--- config.mk ---
export PLATFORM = sky130hd
export DESIGN_NAME = char_lcd_stream_writer_flat
export DESIGN_NICKNAME = d
export VERILOG_FILES = /design/src/hdl/clsw_pkg.sv /design/src/hdl/clsw_in_if.sv /design/src/hdl/clsw_out_if.sv /design/src/hdl/char_lcd_stream_writer.sv /design/src/hdl/clsw_decode.sv /design/src/hdl/clsw_serial.sv /design/src/flat_wrapper.sv
export SDC_FILE = /design/constraint.sdc
export NUM_CORES = 1
export LEC_CHECK = 0
export ABC_CLOCK_PERIOD_IN_PS = 4500
export BUFFER_PORTS_ARGS = -buffer_cell sky130_fd_sc_hd__buf_2
export CAP_MARGIN = 20
export CORE_ASPECT_RATIO = 1.1
export CORE_MARGIN = 1
export CORE_UTILIZATION = 50
export CTS_CLUSTER_SIZE = 28
export DETAILED_ROUTE_END_ITERATION = 7
export PLACE_DENSITY = 0.72
export SYNTH_ARGS = -nofsm -noshare
export SYNTH_HDL_FRONTEND = slang
export SYNTH_SLANG_ARGS = --single-unit
--- constraint.sdc ---
create_clock -name clk_i -period 4.5 [get_ports clk_i]
set_clock_uncertainty 0.1 [all_clocks]
set_input_delay 0.225 -clock clk_i [delete_from_list [all_inputs] [get_ports clk_i]]
set_output_delay 0.225 -clock clk_i [all_outputs]
set_load 0.01 [all_outputs]
--- src/hdl/clsw_pkg.sv ---
`timescale 1ns / 1ps
`default_nettype none

package clsw_pkg;

  localparam int unsigned LineLenW  = 6;
  localparam int unsigned AddrW     = 7;
  localparam int unsigned CountW    = 7;
  localparam int unsigned CfgIdxW   = 2;
  localparam int unsigned CfgDataW  = 7;

  localparam logic [7:0] ClearInstr   = 8'h01;
  localparam logic [7:0] SetAddrInstr = 8'h80;

  localparam logic [CfgIdxW-1:0] RegLineLength = 2'd0;
  localparam logic [CfgIdxW-1:0] RegSecondLine = 2'd1;

  // slot of the nibble currently on the output
  typedef enum logic [1:0] {
    SlotPreHi  = 2'd0,
    SlotPreLo  = 2'd1,
    SlotDataHi = 2'd2,
    SlotDataLo = 2'd3
  } slot_e;

  // up to two bytes per item: an optional inserted instruction, then the item's byte
  typedef struct packed {
    logic       has_prefix;
    logic [7:0] prefix_byte;
    logic       prefix_wait;
    logic       data_rs;
    logic [7:0] data_byte;
  } job_t;

endpackage

`default_nettype wire

--- src/hdl/clsw_in_if.sv ---
`timescale 1ns / 1ps
`default_nettype none

interface clsw_in_if;
  logic       valid;
  logic       ready;
  logic       command;
  logic [7:0] value;

  modport source (output valid, output command, output value, input ready);
  modport sink (input valid, input command, input value, output ready);
endinterface

`default_nettype wire

--- src/hdl/clsw_out_if.sv ---
`timescale 1ns / 1ps
`default_nettype none

interface clsw_out_if;
  logic       valid;
  logic       ready;
  logic       register_select;
  logic [3:0] nibble;
  logic       long_wait;
  logic       last;

  modport source (output valid, output register_select, output nibble,
                  output long_wait, output last, input ready);
  modport sink (input valid, input register_select, input nibble,
                input long_wait, input last, output ready);
endinterface

`default_nettype wire

--- src/hdl/char_lcd_stream_writer.sv ---
// The first nibble of an item is on the output in the cycle after its input beat.
// One nibble beat per cycle unless stalled; an item is two beats (instruction, or a
// character with no line change) or four (character with an inserted instruction).
// The job register is reloaded in the cycle its final nibble is taken, so items run
// back to back. Reset (rst_ni, asynchronous) clears the position count, empties the
// output and sets line length 16 and second-line address 64.
`timescale 1ns / 1ps
`default_nettype none

module char_lcd_stream_writer (
  input  wire logic                          clk_i,
  input  wire logic                          rst_ni,
  input  wire logic                          cfg_we_i,
  input  wire logic [clsw_pkg::CfgIdxW-1:0]  cfg_idx_i,
  input  wire logic [clsw_pkg::CfgDataW-1:0] cfg_data_i,
  clsw_in_if.sink                            in_i,
  clsw_out_if.source                         out_o
);

  clsw_pkg::job_t job;
  logic           free;
  logic           accept;

  assign in_i.ready = free;
  assign accept     = in_i.valid && free;

  clsw_decode u_decode (
    .clk_i      (clk_i),
    .rst_ni     (rst_ni),
    .cfg_we_i   (cfg_we_i),
    .cfg_idx_i  (cfg_idx_i),
    .cfg_data_i (cfg_data_i),
    .accept_i   (accept),
    .command_i  (in_i.command),
    .value_i    (in_i.value),
    .job_o      (job)
  );

  clsw_serial u_serial (
    .clk_i       (clk_i),
    .rst_ni      (rst_ni),
    .load_i      (accept),
    .job_i       (job),
    .free_o      (free),
    .valid_o     (out_o.valid),
    .ready_i     (out_o.ready),
    .rs_o        (out_o.register_select),
    .nibble_o    (out_o.nibble),
    .long_wait_o (out_o.long_wait),
    .last_o      (out_o.last)
  );

endmodule

`default_nettype wire

--- src/hdl/clsw_decode.sv ---
`timescale 1ns / 1ps
`default_nettype none

module clsw_decode (
  input  wire logic                          clk_i,
  input  wire logic                          rst_ni,
  input  wire logic                          cfg_we_i,
  input  wire logic [clsw_pkg::CfgIdxW-1:0]  cfg_idx_i,
  input  wire logic [clsw_pkg::CfgDataW-1:0] cfg_data_i,
  input  wire logic                          accept_i,
  input  wire logic                          command_i,
  input  wire logic [7:0]                    value_i,
  output clsw_pkg::job_t                     job_o
);

  logic [clsw_pkg::LineLenW-1:0] line_len_q;
  logic [clsw_pkg::AddrW-1:0]    line2_addr_q;
  logic [clsw_pkg::CountW-1:0]   count_q, count_d;
  logic                          at_clear, at_line2;

  // twice the line length is at most 126, so it fits the count width
  assign at_clear = (count_q == {line_len_q, 1'b0});
  assign at_line2 = (count_q == {1'b0, line_len_q});

  always_comb begin
    job_o.has_prefix  = 1'b0;
    job_o.prefix_byte = clsw_pkg::ClearInstr;
    job_o.prefix_wait = 1'b0;
    job_o.data_rs     = ~command_i;
    job_o.data_byte   = value_i;
    count_d           = count_q;
    if (!command_i) begin
      count_d = count_q + 1'b1;
      if (at_clear) begin
        job_o.has_prefix  = 1'b1;
        job_o.prefix_wait = 1'b1;
        count_d           = {{(clsw_pkg::CountW-1){1'b0}}, 1'b1};
      end else if (at_line2) begin
        job_o.has_prefix  = 1'b1;
        job_o.prefix_byte = clsw_pkg::SetAddrInstr | {1'b0, line2_addr_q};
      end
    end
  end

  always_ff @(posedge clk_i or negedge rst_ni) begin
    if (!rst_ni) begin
      line_len_q   <= clsw_pkg::LineLenW'(16);
      line2_addr_q <= clsw_pkg::AddrW'(64);
      count_q      <= '0;
    end else begin
      if (cfg_we_i) begin
        case (cfg_idx_i)
          clsw_pkg::RegLineLength: line_len_q   <= cfg_data_i[clsw_pkg::LineLenW-1:0];
          clsw_pkg::RegSecondLine: line2_addr_q <= cfg_data_i[clsw_pkg::AddrW-1:0];
          default: ;
        endcase
      end
      if (accept_i) begin
        count_q <= count_d;
      end
    end
  end

endmodule

`default_nettype wire

--- src/hdl/clsw_serial.sv ---
`timescale 1ns / 1ps
`default_nettype none

module clsw_serial (
  input  wire logic        clk_i,
  input  wire logic        rst_ni,
  input  wire logic        load_i,
  input  wire clsw_pkg::job_t job_i,
  output logic             free_o,
  output logic             valid_o,
  input  wire logic        ready_i,
  output logic             rs_o,
  output logic [3:0]       nibble_o,
  output logic             long_wait_o,
  output logic             last_o
);

  clsw_pkg::job_t  job_q;
  clsw_pkg::slot_e slot_q;
  logic            busy_q;
  logic            beat;

  assign beat     = busy_q && ready_i;
  assign last_o   = (slot_q == clsw_pkg::SlotDataLo);
  // the job register frees up in the cycle its final beat goes out
  assign free_o   = !busy_q || (ready_i && last_o);
  assign valid_o  = busy_q;

  always_comb begin
    rs_o        = 1'b0;
    long_wait_o = 1'b0;
    case (slot_q)
      clsw_pkg::SlotPreHi:  nibble_o = job_q.prefix_byte[7:4];
      clsw_pkg::SlotPreLo: begin
        nibble_o    = job_q.prefix_byte[3:0];
        long_wait_o = job_q.prefix_wait;
      end
      clsw_pkg::SlotDataHi: begin
        nibble_o = job_q.data_byte[7:4];
        rs_o     = job_q.data_rs;
      end
      clsw_pkg::SlotDataLo: begin
        nibble_o = job_q.data_byte[3:0];
        rs_o     = job_q.data_rs;
      end
      default: nibble_o = job_q.data_byte[3:0];
    endcase
  end

  always_ff @(posedge clk_i or negedge rst_ni) begin
    if (!rst_ni) begin
      busy_q <= 1'b0;
      slot_q <= clsw_pkg::SlotDataHi;
    end else if (load_i) begin
      busy_q <= 1'b1;
      slot_q <= job_i.has_prefix ? clsw_pkg::SlotPreHi : clsw_pkg::SlotDataHi;
    end else if (beat) begin
      if (last_o) begin
        busy_q <= 1'b0;
      end else begin
        slot_q <= clsw_pkg::slot_e'(slot_q + 2'd1);
      end
    end
  end

  always_ff @(posedge clk_i) begin
    if (load_i) begin
      job_q <= job_i;
    end
  end

endmodule

`default_nettype wire

--- src/flat_wrapper.sv ---
// flat-port wrapper written by rule: the top's interface ports become plain ports
module char_lcd_stream_writer_flat 
  (clk_i, rst_ni, cfg_we_i, cfg_idx_i, cfg_data_i, in_i_valid, in_i_command, in_i_value, in_i_ready, out_o_valid, out_o_register_select, out_o_nibble, out_o_long_wait, out_o_last, out_o_ready);
  clsw_in_if in_i_i ();
  clsw_out_if out_o_i ();
  input  wire logic clk_i;
  input  wire logic rst_ni;
  input  wire logic cfg_we_i;
  input  wire logic [clsw_pkg::CfgIdxW-1:0] cfg_idx_i;
  input  wire logic [clsw_pkg::CfgDataW-1:0] cfg_data_i;
  input wire logic [$bits(in_i_i.valid)-1:0] in_i_valid;
  input wire logic [$bits(in_i_i.command)-1:0] in_i_command;
  input wire logic [$bits(in_i_i.value)-1:0] in_i_value;
  output wire logic [$bits(in_i_i.ready)-1:0] in_i_ready;
  output wire logic [$bits(out_o_i.valid)-1:0] out_o_valid;
  output wire logic [$bits(out_o_i.register_select)-1:0] out_o_register_select;
  output wire logic [$bits(out_o_i.nibble)-1:0] out_o_nibble;
  output wire logic [$bits(out_o_i.long_wait)-1:0] out_o_long_wait;
  output wire logic [$bits(out_o_i.last)-1:0] out_o_last;
  input wire logic [$bits(out_o_i.ready)-1:0] out_o_ready;
  assign in_i_i.valid = in_i_valid;
  assign in_i_i.command = in_i_command;
  assign in_i_i.value = in_i_value;
  assign in_i_ready = in_i_i.ready;
  assign out_o_valid = out_o_i.valid;
  assign out_o_register_select = out_o_i.register_select;
  assign out_o_nibble = out_o_i.nibble;
  assign out_o_long_wait = out_o_i.long_wait;
  assign out_o_last = out_o_i.last;
  assign out_o_i.ready = out_o_ready;
  char_lcd_stream_writer u_core (.clk_i(clk_i), .rst_ni(rst_ni), .cfg_we_i(cfg_we_i), .cfg_idx_i(cfg_idx_i), .cfg_data_i(cfg_data_i), .in_i(in_i_i), .out_o(out_o_i));
endmodule
After elaboration in Yosys (flattened, before gate mapping)
Cells that the tools add are included.
{ "classes": {"addsub": 2, "n_eq_ne": 7, "mux": 16, "bitwise": 2, "reduce_logical": 17} }
{ "ops": {"columns": ["cell", "count"], "rows": [
  ["$pmux W4 S4", 1],
  ["$mux W10", 1],
  ["$reduce_and A2 Y1", 5],
  ["$mux W9", 1],
  ["$mux W2", 4],
  ["$mux W8", 1],
  ["$add A7 B1 Y7 const B", 1],
  ["$eq A7 B6 Y1", 1],
  ["$eq A7 B7 Y1", 1],
  ["$mux W1", 7],
  ["$mux W7", 1],
  ["$eq A2 B1 Y1 const B", 2],
  ["$eq A2 B2 Y1 const B", 2],
  ["$logic_not A2 Y1", 2],
  ["$reduce_bool A2 Y1", 2],
  ["$reduce_or A2 Y1", 2],
  ["$logic_and A1 B1 Y1", 3],
  ["$reduce_or A3 Y1", 1],
  ["$add A2 B1 Y2 const B", 1],
  ["$ne A2 B1 Y1 const B", 1],
  ["$not A1 Y1", 2],
  ["$logic_not A1 Y1", 1],
  ["$logic_or A1 B1 Y1", 1]
]} }
{ "word_totals": {"ff_bits": 41, "in_bits": 23, "out_inout_bits": 9, "elab_cells": 54} }

Longest topological paths before layout
Gate-level depths: netlist of the first run.
{ "depth": {"word_depth": 6, "depth_mapped": 7, "ltp_nobuf": 6} }

By module
From an unflattened synthesis of the first run, not the netlist that was laid out.
{ "unflattened": {"cells_unflattened": 159, "area_unflattened_um2": 2016.9} }
{ "by_module_without_submodules": {"columns": ["mod", "instances", "cells_each", "area_per_inst_um2", "seq_area_each_um2"], "rows": [
  ["clsw_decode", 1, 108, 1157.4, 503.0],
  ["clsw_serial", 1, 50, 853.3, 616.8],
  ["char_lcd_stream_writer", 1, 1, 6.3, 0.0]
]} }

Worst setup path before layout of the first run
OpenSTA, ideal clock, no wires.
{ "synth_path": {"path_type": "reg2reg", "startpoint": "reg u_core.u_serial.slot_q[1]", "endpoint": "reg u_core.u_serial.job_q[0] in the netlist's numbering, enable pin", "setup_ns": 0.373, "arrival_time_ns": 1.548, "required_ns": 4.027, "path_slack_ns": 2.480, "path_stages_with_launch": 6, "n_path_buf": 1, "synth_period_minus_slack_ns": 2.020, "path_cell_list": "dfstp_2 -> ha_1 -> buf_2 -> a21bo_2 -> nand2_1 -> inv_1"} }
{ "synth_between": {"elab_chain_cells": 4} }
{ "synth_rtl": {"columns": ["element", "line", "text"], "rows": [
  ["from (decl)", "clsw_serial.sv:19", "clsw_pkg::slot_e slot_q;"],
  ["from (signal assigned)", "clsw_serial.sv:53", "slot_q <= clsw_pkg::SlotDataHi;"],
  ["from (signal assigned)", "clsw_serial.sv:56", "slot_q <= job_i.has_prefix ? clsw_pkg::SlotPreHi : clsw_pkg::SlotDataHi;"],
  ["from (signal assigned)", "clsw_serial.sv:61", "slot_q <= clsw_pkg::slot_e'(slot_q + 2'd1);"],
  ["$eq A2 B2 Y1", "clsw_serial.sv:24", "assign last_o = (slot_q == clsw_pkg::SlotDataLo);"],
  ["net out_o_last", "flat_wrapper.sv:19", "output wire logic [$bits(out_o_i.last)-1:0] out_o_last;"],
  ["$logic_and A1 B1 Y1", "clsw_serial.sv:26", "assign free_o = !busy_q || (ready_i && last_o);"],
  ["$logic_or A1 B1 Y1", "clsw_serial.sv:26", null],
  ["net in_i_ready", "flat_wrapper.sv:14", "output wire logic [$bits(in_i_i.ready)-1:0] in_i_ready;"],
  ["$logic_and A1 B1 Y1", "char_lcd_stream_writer.sv:25", "assign accept = in_i.valid && free;"],
  ["net u_core.accept", "char_lcd_stream_writer.sv:22", "logic accept;"],
  ["to (signal assigned)", "clsw_serial.sv:68", "job_q <= job_i;"],
  ["to (decl)", "clsw_serial.sv:18", "clsw_pkg::job_t job_q;"]
]} }
The timed path passes the listed nets, and every way through them passes these cells.
A chain may end at the register's enable or synchronous reset.

Final worst setup path of the first run
{ "layout_path": {"startpoint": "reg u_core.u_serial.slot_q[1]", "endpoint": "reg u_core.u_serial.job_q[2] in the netlist's numbering, enable pin"} }
{ "layout_between": {"elab_chain_cells": 4} }
{ "layout_rtl": {"columns": ["element", "line"], "rows": [
  ["$eq A2 B2 Y1", "clsw_serial.sv:24"],
  ["$logic_and A1 B1 Y1", "clsw_serial.sv:26"],
  ["$logic_or A1 B1 Y1", "clsw_serial.sv:26"],
  ["$logic_and A1 B1 Y1", "char_lcd_stream_writer.sv:25"],
  ["net u_core.accept", "char_lcd_stream_writer.sv:22"]
]} }
The timed path passes the listed nets, and every way through them passes these cells.

==> flow_metrics.env, run 1 <==
export IMPL_min_path_type="in -> reg"
export IMPL_crit_arrival_ns=1.97
export IMPL_fill_cells=314
export IMPL_clkSinkCount=41
export IMPL_first_pass_iters=5
export IMPL_drt_initial_drc_count=69
export IMPL_criticalPathCategory="reg -> reg"
export IMPL_start_util=0.528
export IMPL_swShare=0.339
export IMPL_synth_cells=151
export IMPL_drive_gt1_frac=0.320
export IMPL_period_share=0.473
export IMPL_maxCapViolCount=0
export IMPL_clock_latency_ns=0.30
export IMPL_seq_area_frac_synth=0.576
export IMPL_cts_tree="built"
export IMPL_h_tree_depth=2
export IMPL_intPower_w=0.000752
export IMPL_dieHeight_um=67.4
export IMPL_setup_viol=0
export IMPL_grt_max_degree=24
export IMPL_vias=1275
export IMPL_cp_end_kind="register"
export IMPL_io_buffer_count=31
export IMPL_io_pins=32
export IMPL_grt_pass1_vias=1333
export IMPL_fin_nets=224
export IMPL_layout_common_cells="31 x buf_2, 20 x dfrtp_1, 18 x edfxtp_1, 13 x mux2_2, 10 x inv_1"
export IMPL_endpoint="u_core.u_serial.job_q[2]"
export IMPL_max_clock_path_buffers=2
export IMPL_num_antenna_cells=0
export IMPL_reg2reg_depth=4
export IMPL_antenna_found_initial=0
export IMPL_final_common_cell="buf_2"
export IMPL_cp_depth=4
export IMPL_async_reset_ff_frac=0.561
export IMPL_area_growth_pct=20.2
export IMPL_num_rows=23
export IMPL_final_antenna_net_count=0
export IMPL_drc=0
export IMPL_dp_hpwl_um=2640
export IMPL_root_buffer="clkbuf_8"
export IMPL_clkTransAtPathRegs_ns=0.08
export IMPL_cp_startpoint="u_core.u_serial.slot_q[1]"
export IMPL_pwr_share_comb=0.314
export IMPL_synth_edf_count=18
export IMPL_slowest_stage="dfstp_2"
export IMPL_cts_resized=0
export IMPL_synth_top_cell_area_share=0.278
export IMPL_cp_num_buf_inv=1
export IMPL_critical_path_max_stage_delay_ns=0.55
export IMPL_ys_ff_latch=41
export IMPL_wl_per_cell_um=13.8
export IMPL_die_area_um2=4140
export IMPL_via_per_inst=5.16
export IMPL_crit_fanout=18
export IMPL_grt_pass1_wl_um=5720
export IMPL_ys_types=39
export IMPL_r2r_slack_ns=2.37
export IMPL_hold_viol=0
export IMPL_power_w=0.00114
export IMPL_status="finished, final reports clean"
export IMPL_final_setup_tns_ns=0
export IMPL_fmax_mhz=470
export IMPL_power_frac_seq=0.475
export IMPL_path_delay_family="flip-flops"
export IMPL_routed_wl_um=3400
export IMPL_synth_ff_type="dfrtp_1"
export IMPL_rr_endpoint="u_core.u_serial.job_q[2]"
export IMPL_power_leakage_nw=0.988
export IMPL_netlist_top_cell_by_area="edfxtp_1"
export IMPL_fin_crit_ns=2.13
export IMPL_grt_overflow=0
export IMPL_slew_violations=0
export IMPL_ir_drop_v=0.000287
export IMPL_worstSetupStartpointType="register"
export IMPL_yosysWarnings=0
export IMPL_crit_required_ns=4.34
export IMPL_rr_startpoint="u_core.u_serial.slot_q[1]"
export IMPL_crit_chain="ha_1 > a21bo_2 > nand2_1 > inv_1"
export IMPL_slew_headroom=0.583
export IMPL_clkPwrFrac=0.212
export IMPL_synth_fp_nets=179
export IMPL_setup_ws_ns=2.37
export IMPL_grt_use_total=0.195
export IMPL_rsz0062_at_grt="no"
export IMPL_synth_area_um2=1950
export IMPL_cts_buffers=5
export IMPL_core_um2=3680
export IMPL_synth_avg_cell_area_um2=12.9
export IMPL_die_x_um=61.5
export IMPL_synth_area_top_cells="edfxtp_1 28%, dfrtp_1 26%, mux2_2 7.5%, dfstp_2 4.1%, xor2_1 4.1%"
export IMPL_min_from="cfg_data_i[6]"
export IMPL_place_ws_ns=2.37
export IMPL_place_congestion=0.789
export IMPL_tightest_slew_ns=0.624
export IMPL_netSwitchingPower_w=0.000387
export IMPL_power_density_nw_per_um2=487
==> registers in the layout, indices dropped and copies added, names as in the netlist <==
| signal | flops |
|---|---|
| u_core.u_serial.slot_q | 2 |
| u_core.u_decode.count_q | 7 |
| u_core.u_decode.line_len_q | 6 |
| u_core.u_decode.line2_addr_q | 7 |
| u_core.u_serial.valid_o | 1 |
| u_core.u_serial.job_q | 18 |
==> synthesized netlist by cell type (2+ instances only) <==
| library cell | instances |
|---|---|
| nand2b_1 | 2 |
| a222oi_1 | 4 |
| nand2_1 | 4 |
| inv_1 | 10 |
| nor2_1 | 5 |
| mux2_2 | 13 |
| and2_1 | 7 |
| dfstp_2 | 3 |
| dfrtp_1 | 20 |
| o21ai_0 | 9 |
| edfxtp_1 | 18 |
| xor2_1 | 9 |
| nor4_1 | 2 |
| ha_1 | 5 |
| nand3_1 | 5 |
| xnor2_1 | 4 |
| mux2i_1 | 4 |
| a21oi_1 | 5 |
| and3_1 | 2 |
==> area by class of cell <==
cell class	count	area, µm²	area share
Sequential cell	41	1120	0.479
Multi-Input combinational cell	98	779	0.333
Timing Repair Buffer	40	245	0.105
Clock buffer	5	68.8	0.0294
Tap cell	50	62.6	0.0268
Inverter	10	37.5	0.0161
Clock inverter	3	25.0	0.0107
==> power groups by stage <==
stage,combinational (W),clock (W),sequential [W]
floorplan,0.000258,0,0.000531
global placement,0.000337,0,0.000543
detailed placement,0.000354,0,0.000548
CTS,0.000360,0.000250,0.000540
global route,0.000405,0.000265,0.000550
finish,0.000357,0.000241,0.000541
==> kinds of logic after synthesis <==
| logic type | synth area share |
|---|---|
| compound gates | 0.0855 |
| xor+xnor | 0.0585 |
| fa+ha+maj | 0.0322 |
| buf+inv | 0.0238 |
| flops | 0.576 |
| mux | 0.0958 |
| simple gates | 0.129 |
==> how the worst min path moves through the flow <==
| stage | to | cells past startpoint |
|---|---|---|
| after floorplan | u_core.u_decode.count_q[0] | 0 |
| after global placement | u_core.u_decode.count_q[2] | 1 |
| after detailed placement | u_core.u_decode.count_q[2] | 1 |
| after CTS | u_core.u_serial.job_q[1] | 1 |
| after global routing | u_core.u_decode.line2_addr_q[6] | 2 |
| final | u_core.u_decode.line2_addr_q[6] | 2 |
==> layer usage <==
| layer | vias up | global-route usage | routed length (µm) |
|---|---|---|---|
| met4 | 0 | 0.0778 | 52 |
| met5 | - | 0 | 0 |
| li1 | 638 | - | - |
| met1 | 599 | 0.206 | 1450 |
| met2 | 31 | 0.356 | 1750 |
| met3 | 7 | 0.0575 | 152 |
==> metrics by stage <==
stage          std cells  instance area [µm²]  hold WS [ns]   util
2_1_floorplan        151                 1950        -0.171      -
3_3_place_gp         230                 2150         0.110  0.585
3_5_place_dp         230                 2150         0.117  0.585
4_1_cts              246                 2330      0.000409  0.632
5_1_grt              247                 2340        0.0585  0.635
6_report             247                 2340        0.0682  0.635
==> what timing repair did <==
action | CTS | global route
hold buffers | 8 | 1
setup buffers | 0 | 0
hold endpoints to repair | 27 | 1
(Power assumes the default switching activity.)
==> inputs of run 2 (changes only) <==
--- a/config.mk
+++ b/config.mk
@@ -5,7 +5,7 @@
 export SDC_FILE = /design/constraint.sdc
 export NUM_CORES = 1
 export LEC_CHECK = 0
-export ABC_CLOCK_PERIOD_IN_PS = 4500
+export ABC_CLOCK_PERIOD_IN_PS = 1900
 export BUFFER_PORTS_ARGS = -buffer_cell sky130_fd_sc_hd__buf_2
 export CAP_MARGIN = 20
 export CORE_ASPECT_RATIO = 1.1
@@ -13,7 +13,7 @@
 export CORE_UTILIZATION = 50
 export CTS_CLUSTER_SIZE = 28
 export DETAILED_ROUTE_END_ITERATION = 7
-export PLACE_DENSITY = 0.72
+export PLACE_DENSITY = 0.75
 export SYNTH_ARGS = -nofsm -noshare
 export SYNTH_HDL_FRONTEND = slang
 export SYNTH_SLANG_ARGS = --single-unit
==> constraint.sdc (replaced) <==
create_clock -name clk_i -period 1.9 [get_ports clk_i]
set_clock_uncertainty 0.1 [all_clocks]
set_input_delay 0.095 -clock clk_i [delete_from_list [all_inputs] [get_ports clk_i]]
set_output_delay 0.095 -clock clk_i [all_outputs]
set_load 0.01 [all_outputs]
==> run 2 against run 1 <==
  * Sequential share of layout area fell by 4.7 points
  * First-iteration DRC count rose by 7.2%
  * Final area rose by 11%
  * Register-to-register slack got worse by 2.3 ns
  * Critical endpoint is now out_o_nibble[1]
  * Largest cell class unchanged
==> flow_metrics.env, run 2 (synthesis gave the netlist of run 1 again) <==
export IMPL_status="finished, final reports clean"
export IMPL_largest_reg_flops=18
export IMPL_place_ws_ns=0.0600
export IMPL_drc=0
export IMPL_drt_initial_drc_count=74
export IMPL_die_x_um=61.5
export IMPL_layout_common_cells="31 x buf_2, 18 x edfxtp_1, 17 x dlygate4sd3_1, 17 x dfrtp_1, 13 x mux2_2"
export IMPL_top_register="u_core.u_serial.job_q"
export IMPL_criticalPathCategory="reg -> out"
export IMPL_wl_per_cell_um=15.0
export IMPL_via_per_inst=5.27
export IMPL_routed_wl_um=4020
export IMPL_grt_max_degree=24
export IMPL_tightest_slew_ns=0.534
export IMPL_cts_buffers=5
export IMPL_clkTransAtPathRegs_ns=0.08
export IMPL_r2r_slack_ns=0.10
export IMPL_fin_nets=246
export IMPL_period_share=0.998
export IMPL_cp_end_kind="primary output"
export IMPL_h_tree_depth=2
export IMPL_num_rows=23
export IMPL_dp_hpwl_um=2820
export IMPL_grt_pass1_vias=1415
export IMPL_core_um2=3680
export IMPL_power_leakage_nw=1.09
export IMPL_final_common_cell="buf_2"
export IMPL_clkSinkCount=41
export IMPL_cts_tree="built"
export IMPL_worstSetupStartpointType="register"
export IMPL_die_area_um2=4140
export IMPL_grt_use_total=0.224
export IMPL_largestRegisters="u_core.u_serial.job_q: 18 flops, u_core.u_decode.count_q: 7 flops, u_core.u_decode.line2_addr_q: 7 flops"
export IMPL_hold_viol=0
export IMPL_setup_ws_ns=0.00404
export IMPL_final_antenna_net_count=0
export IMPL_dieHeight_um=67.4
export IMPL_final_setup_tns_ns=0
export IMPL_slew_headroom=0.644
export IMPL_io_buffer_count=31
export IMPL_power_density_nw_per_um2=1180
export IMPL_fmax_mhz=527
export IMPL_start_util=0.528
export IMPL_first_pass_iters=5
export IMPL_antenna_found_initial=0
export IMPL_area_growth_pct=33.8
export IMPL_rr_endpoint="u_core.u_serial.job_q[10]"
export IMPL_place_congestion=0.875
export IMPL_maxCapViolCount=0
export IMPL_io_pins=32
export IMPL_ir_drop_v=0.000694
export IMPL_slew_violations=0
export IMPL_num_antenna_cells=0
export IMPL_min_path_type="in -> reg"
export IMPL_endpoint="out_o_nibble[1]"
export IMPL_vias=1418
export IMPL_cp_startpoint="u_core.u_serial.slot_q[0]"
export IMPL_min_from="in_i_command"
export IMPL_rr_startpoint="u_core.u_decode.line_len_q[1]"
export IMPL_grt_overflow=0
export IMPL_setup_viol=0
export IMPL_grt_pass1_wl_um=6390
export IMPL_crit_fanout=7
export IMPL_clock_latency_ns=0.30
export IMPL_drive_gt1_frac=0.397
export IMPL_root_buffer="clkbuf_8"
export IMPL_max_clock_path_buffers=2
export IMPL_fin_crit_ns=1.90
export IMPL_crit_required_ns=1.70
export IMPL_rsz0062_at_grt="yes"
export IMPL_reg2reg_depth=5
export IMPL_crit_arrival_ns=1.70
run 2: where the power goes:
part / switching (W) / internal (W) / leakage, nW
Combinational: 0.000550 / 0.000563 / 0.602
Clock: 0.000299 / 0.000386 / 0.0518
Sequential: 0.000155 / 0.00113 / 0.434
Total: 0.00100 / 0.00208 / 1.09
run 2: worst max-delay path: stages, from the launching register on:
cell	delay, ns
dfrtp_1	0.42
ha_2	0.21
buf_6	0.13
a222oi_1	0.34
mux2i_1	0.14
buf_2	0.16
run 2: metrics by stage:
step	util	cell area [µm²]	total power [W]	hold WS, ns	std cells
2_1_floorplan	-	1950	0.00187	-0.301	151
3_3_place_gp	0.597	2200	0.00212	-0.00371	235
3_5_place_dp	0.597	2200	0.00219	0.0135	235
4_1_cts	0.676	2490	0.00292	0.0150	261
5_1_grt	0.707	2600	0.00327	0.0355	269
6_report	0.707	2600	0.00308	0.0311	269
run 2: repair_timing:
item / CTS / global route
resized for setup: 2 / 11
setup buffers: 1 / 8
hold endpoints to repair: 43 / 0
hold buffers: 17 / 0
setup endpoints to repair: 4 / 30
pin swaps: 3 / 8
run 2: worst min path at each step:
stage / to / slack (ns) / depth (start not counted)
finish: u_core.u_serial.job_q[8] / 0.03 / 2
global route: u_core.u_serial.job_q[8] / 0.04 / 2
CTS: u_core.u_serial.job_q[8] / 0.02 / 2
detailed placement: u_core.u_serial.slot_q[0] / 0.01 / 1
global placement: u_core.u_decode.line2_addr_q[4] / -0.004 / 1
floorplan: u_core.u_decode.count_q[0] / -0.30 / 0
run 2: area by class of cell:
type	count	area, µm²
clock inverters	3	41.3
fillers	297	1080
clock buffers	5	68.8
flip-flops and latches	41	1120
multi-input cells	98	818
inverters	10	41.3
well taps	50	62.6
repair buffers	62	447
run 2: metal layers:
layer  wire (µm)  vias to the layer above  track usage  share of wire
met4         104                        0        0.114          0.026
li1            -                      678            -              -
met3         176                       10       0.0728          0.044
met1        1640                      688        0.249           0.41
met2        2100                       42        0.379           0.52
met5           0                        -            0              0
